$ cat config.mk
export PLATFORM = sky130hd
export DESIGN_NAME = svm_ctrl
export DESIGN_NICKNAME = d
export VERILOG_FILES = /design/src/hw/rtl/svm_pkg.sv /design/src/hw/rtl/svm_ctrl.sv
export SDC_FILE = /design/constraint.sdc
export NUM_CORES = 1
export LEC_CHECK = 0
export BUFFER_PORTS_ARGS = -buffer_cell sky130_fd_sc_hd__buf_4
export CORE_AREA = 2 2 39 41
export CTS_CLUSTER_DIAMETER = 40
export DETAILED_ROUTE_END_ITERATION = 8
export DIE_AREA = 0 0 41 43
export SYNTH_ARGS = -nofsm -noshare
export SYNTH_HDL_FRONTEND = slang
export SYNTH_SLANG_ARGS = --single-unit
$ cat constraint.sdc
create_clock -name clk -period 1.53 [get_ports clk]
set_clock_uncertainty 0.2 [all_clocks]
set_input_delay 0.2295 -clock clk [delete_from_list [all_inputs] [get_ports clk]]
set_output_delay 0.2295 -clock clk [all_outputs]
set_load 0.01 [all_outputs]
$ cat src/hw/rtl/svm_pkg.sv
// Shared types and constants for the sample voice mixer.
`default_nettype none
package svm_pkg;
    localparam int VOICES_DEF = 16;
    localparam int SOUNDS_DEF = 16;
    localparam int SAMPLE_WORDS_DEF = 524288;

    localparam logic [15:0] AMB_VOL_RST = 16'd13107;
    localparam logic [3:0]  AMB_SND_RST = 4'd5;

    typedef enum logic [2:0] {
        MODE_TICK   = 3'd0,
        MODE_PLAY   = 3'd1,
        MODE_AMB    = 3'd2,
        MODE_UPDATE = 3'd3,
        MODE_LOAD   = 3'd4,
        MODE_DEFINE = 3'd5,
        MODE_NOP6   = 3'd6,
        MODE_NOP7   = 3'd7
    } mode_t;

    typedef enum logic [1:0] {
        REG_ENABLE  = 2'd0,
        REG_AMB_VOL = 2'd1,
        REG_AMB_SND = 2'd2,
        REG_NONE    = 2'd3
    } reg_idx_t;

    typedef enum logic [3:0] {
        ST_IDLE,
        ST_DISPATCH,
        ST_PLAY,
        ST_AMB,
        ST_UPDATE,
        ST_MIX_ADDR,
        ST_MIX_READ,
        ST_MIX_MUL,
        ST_MIX_ACC,
        ST_MIX_DONE,
        ST_OUT
    } state_t;

    // Controller to datapath
    typedef struct packed {
        logic load_item;
        logic do_play;
        logic do_amb;
        logic do_update;
        logic do_load;
        logic do_define;
        logic mix_clear;
        logic mix_addr;
        logic mix_read;
        logic mix_mul;
        logic mix_acc;
        logic mix_next;
        logic mix_done;
    } svm_cmd_t;

    // Datapath to controller
    typedef struct packed {
        mode_t mode;
        logic  last_voice;
    } svm_sts_t;
endpackage
`default_nettype wire

$ cat src/hw/rtl/svm_ctrl.sv
// Controller state machine for the sample voice mixer.
`default_nettype none
module svm_ctrl
(
    input  wire logic            clk,
    input  wire logic            rst_n,
    input  wire logic            in_valid,
    output logic                 in_stall,
    output logic                 out_valid,
    input  wire logic            out_stall,
    input  wire svm_pkg::svm_sts_t sts,
    output svm_pkg::svm_cmd_t    cmd
);
    import svm_pkg::*;

    state_t state_reg, state_next;

    always_ff @(posedge clk or negedge rst_n)
    begin
        if (!rst_n)
        begin
            state_reg <= ST_IDLE;
        end
        else
        begin
            state_reg <= state_next;
        end
    end

    always_comb
    begin
        state_next = state_reg;
        cmd = '0;
        in_stall = 1'b1;
        out_valid = 1'b0;
        unique case (state_reg)
            ST_IDLE:
            begin
                in_stall = 1'b0;
                if (in_valid)
                begin
                    cmd.load_item = 1'b1;
                    state_next = ST_DISPATCH;
                end
            end
            ST_DISPATCH:
            begin
                unique case (sts.mode)
                    MODE_TICK:
                    begin
                        cmd.mix_clear = 1'b1;
                        state_next = ST_MIX_ADDR;
                    end
                    MODE_PLAY:   state_next = ST_PLAY;
                    MODE_AMB:    state_next = ST_AMB;
                    MODE_UPDATE: state_next = ST_UPDATE;
                    MODE_LOAD:
                    begin
                        cmd.do_load = 1'b1;
                        state_next = ST_IDLE;
                    end
                    MODE_DEFINE:
                    begin
                        cmd.do_define = 1'b1;
                        state_next = ST_IDLE;
                    end
                    default: state_next = ST_IDLE;
                endcase
            end
            ST_PLAY:
            begin
                cmd.do_play = 1'b1;
                state_next = ST_OUT;
            end
            ST_AMB:
            begin
                cmd.do_amb = 1'b1;
                state_next = ST_IDLE;
            end
            ST_UPDATE:
            begin
                cmd.do_update = 1'b1;
                state_next = ST_IDLE;
            end
            ST_MIX_ADDR:
            begin
                cmd.mix_addr = 1'b1;
                state_next = ST_MIX_READ;
            end
            ST_MIX_READ:
            begin
                cmd.mix_read = 1'b1;
                state_next = ST_MIX_MUL;
            end
            ST_MIX_MUL:
            begin
                cmd.mix_mul = 1'b1;
                state_next = ST_MIX_ACC;
            end
            ST_MIX_ACC:
            begin
                cmd.mix_acc = 1'b1;
                cmd.mix_next = 1'b1;
                state_next = sts.last_voice ? ST_MIX_DONE : ST_MIX_ADDR;
            end
            ST_MIX_DONE:
            begin
                cmd.mix_done = 1'b1;
                state_next = ST_OUT;
            end
            ST_OUT:
            begin
                out_valid = 1'b1;
                if (!out_stall)
                begin
                    state_next = ST_IDLE;
                end
            end
            default: state_next = ST_IDLE;
        endcase
    end
endmodule
`default_nettype wire

==> metrics list <==
- Run status: finished, violations left
- The final reports fail on setup timing.
- Dividing the detail-routed wire length by the instance count gives 14.2 um.
- Later-pin clock latency in the skew report: 0.24 ns
- The internal portion of the total power is 959 uW.
* Ys Warns: 0
- Commonest non-fill, non-tap cell in the layout: sky130_fd_sc_hd__buf_4
- Fin crit share: 124%
* Clock net sink count: 4
- Synth Area in Adders: 0%
- Antenna violations before repair: 0
- Clock-pin transition on the worst setup and hold timing paths: 0.04 ns
- Flop-to-flop setup slack: -0.36 ns
- Starting DRT DRC Count: 9
- The die is 43 um tall.
* Ports: 23
- CTS built an H-tree with a depth of 1.
- In the final layout, the share of cells above drive strength 1 is 75.8%.
- Post-Synthesis Net Count: 58
* Clk pwr share: 7.8%
* Horiz. Die Dim: 41 um
- TritonCTS built the clock tree.
* Count of fill cells added during filler insertion: 117
- NetSw: 718 uW
* Largest net degree at the start of global routing: 11
- For this block, the routed nets add up to 1520 um of wire.
* Overall routing resource usage: 17.6%
- Number of cells on the worst reg-to-reg path: 6
* Top layer used by detailed routing: met4
* Met2 routed wirelength: 766 um
* Synth cell types: 27
* Measured slew at the worst slew-check pin: 0.286 ns
- Flip-flop and latch area: 101 um2
- Net switching fraction of the power: 42.8%
- The finished layout holds 107 standard cells, fillers aside.
- Antenna cells: 0
* Root cell of the clock tree: sky130_fd_sc_hd__clkbuf_4
- Buffers placed on the I/O ports in this run total 22.
- Timing would allow up to 528 MHz.
- The register with the most flip-flops in the layout has 4 of them.
* Worst Hold Endpoint: state_reg[0]
* Number of cells on the worst hold path: 2
- For this run, the slowest stage of the critical path takes 0.55 ns.
* Capture instance of the worst register-to-register path: state_reg[2]
- After layout, the worst setup slack is -0.363 ns.
- Average via count per standard cell: 5.23
* Sort of element at the start of the critical path: flip-flop
* Die footprint: 1760 um2
- Final total negative setup slack: -3.76 ns
* RSZ-0062 raised after global routing: yes
- For this design the static power due to leakage is 0.000449 uW.
* Number of violations of the max-capacitance limit: 0
- STA classifies the critical path endpoint as a flip-flop.
- The initial utilization of the core area, before any placement, comes to 28.8%.
- Launch instance of the worst min-delay path: sts[1]
- First drt pass iteration count: 4
- Class of the worst hold path: in -> reg
* Area of the multi-input gates: 415 um2
- Cells traversed along the worst timing path: or4_4 -> buf_4 -> buf_6 -> buf_6 -> buf_6 -> o211ai_2
- VDD sags by at most 1.03 mV.
- R2R Path Start: state_reg[3]
* Number of cells after detailed placement: 92
- For this block, the via count after detailed routing is 560.
* CP Data Required Time: 1.47 ns
- The longest clock path from root to sink contains 2 buffers.
- Cells after Synth: 50
* Global route total overflow: 0
- Routed Antenna Nets: 0
- For this block, wires on met1 add up to 568 um.
* DR DRC count: 0
- Once layout is complete, the utilization of the core stands at 68.3%.
- Netlist area before placement: 398 um2
- Post-layout net count: 101
- Count of final hold-check violations: 0
- The top cell types in the final layout, fill and taps aside, are sky130_fd_sc_hd__buf_4 (27), sky130_fd_sc_hd__buf_6 (14), sky130_fd_sc_hd__nand2b_4 (5).
- Register bit count reported by yosys: 4
* Maximum fanout along the worst path: 4
- The floorplan has 14 rows.
- CP dominant cell by count: sky130_fd_sc_hd__buf_6
- Total power: 1680 uW
* Relative contribution of sequential cells to total power: 12.3%
* Cell with the biggest individual delay on the critical path: sky130_fd_sc_hd__or4_4
- Part of the power in combinational logic: 79.8%
- Period minus WS final: 1.89 ns
* Post-Synth Simple-Gate Area: 42.8%
* Global-route wire length before repair: 2000 um
- Part of the Yosys area used for sequential elements: 25.2%
* Layout overhead on the synthesized area: 137%
- Via count of the first global-routing pass: 465
- By area, the combinational part of the netlist is dominated by simple AND/OR/NAND/NOR gates.
- Dividing the synthesized area by the synthesized cell count gives 7.96 um2.
- Core ar.: 1380 um2
- The final-report max-slew violation count was 0.
- Power per Cell Area: 1780 nW/um2
- Xor-xnor portion of the synthesized cell area: 2.20%
- At the worst endpoint, the arrival time is 1.84 ns.
- Detailed routing placed a total of 113 um of wire on met3.
* Share of the synthesized area in compound gates (AO/OA/AOI/OAI): 19.2%
* Final-report setup violation count: 19
* Normalized max-slew margin: 80.8%
* Gpl congestion: 0.848
- By startpoint and endpoint, the worst setup path is classified as reg -> reg.
- Mux contribution to synthesized area: 0%
- Post-detail-place hpwl: 902 um
* Inserted Clock Buffers: 3
-- through the flow --
| step | instance area (um2) | hold slack [ns] | worst slack [ns] |
|---|---|---|---|
| 2_1_floorplan | 430 | -0.266 | -0.107 |
| 3_3_place_gp | 641 | -0.172 | -0.114 |
| 3_5_place_dp | 641 | -0.173 | -0.147 |
| 4_1_cts | 769 | 0.0701 | -0.358 |
| 5_1_grt | 945 | 0.0930 | -0.400 |
| 6_report | 945 | 0.0800 | -0.363 |
-- how the worst max path moves through the flow --
stage                  from      endpoint  depth (start not counted)
2_1_floorplan  state_reg[3]        cmd[6]                          3
3_3_place_gp   state_reg[1]        cmd[6]                          4
3_5_place_dp   state_reg[1]        cmd[6]                          4
4_1_cts        state_reg[1]        cmd[6]                          4
5_1_grt        state_reg[3]  state_reg[2]                          6
6_report       state_reg[3]  state_reg[2]                          6
-- worst max-delay path: cells and delay by family, from the launching register on --
family | cells | cell delay (ns)
flip-flops | 1 | 0.41
AO/OA/AOI/OAI | 1 | 0.17
AND/OR/NAND/NOR | 1 | 0.55
buffers and inverters | 4 | 0.46
-- cells by family after synthesis --
group	after synthesis
buffers and inverters	5
xor gates and xnor gates	1
and+or+nand+nor	30
DFF	4
AOI/OAI and AO/OA	10
-- power by group through the flow --
stage | registers [uW] | logic, uW | clock network, uW
after floorplan | 172 | 512 | 0
after global routing | 211 | 1430 | 138
after CTS | 191 | 992 | 136
final | 207 | 1340 | 131
after global placement | 185 | 790 | 0
after detailed placement | 186 | 798 | 0
-- metal layers --
layer	global-route usage (%)	up-vias
met5	0	-
met4	16.0	0
met3	0	6
met2	26.6	29
met1	21.4	259
li1	-	266
-- synthesized netlist by cell type (all sizes together) --
| master | n | area share (%) |
|---|---|---|
| nor2 | 8 | 7.5 |
| nand2b | 6 | 10 |
| buf | 5 | 11 |
| nor3 | 5 | 6.3 |
| dfrtp | 4 | 25 |
| nand2 | 3 | 2.8 |
| a21oi | 2 | 2.5 |
| or4 | 2 | 4.7 |
| a211o | 1 | 2.2 |
| a21o | 1 | 1.9 |
| and3 | 1 | 1.6 |
| nand3b | 1 | 1.9 |
| nor2b | 1 | 1.6 |
| nor4 | 1 | 1.6 |
| nor4b | 1 | 2.2 |
| nor4bb | 1 | 2.5 |
| o211ai | 1 | 3.1 |
| o21ai | 1 | 1.3 |
| o22a | 1 | 2.2 |
| o22ai | 1 | 1.6 |
| o2bb2ai | 1 | 2.2 |
| o31a | 1 | 2.2 |
| xor2 | 1 | 2.2 |
-- cell type report --
type / count / share of cell area (%)
Multi-Input combinational cell: 41 / 44.0
Timing Repair Buffer: 43 / 40.8
Sequential cell: 4 / 10.7
Clock buffer: 3 / 2.38
Tap cell: 16 / 2.12
-- what timing repair did --
action,4_1_cts,5_1_grt
gates resized for setup,17,28
hold buffers,1,0
endpoints found under the setup margin,17,17
hold endpoints to repair,4,0
pin swaps,1,6
setup buffers,4,8
Power figures use the tool's default switching activity.
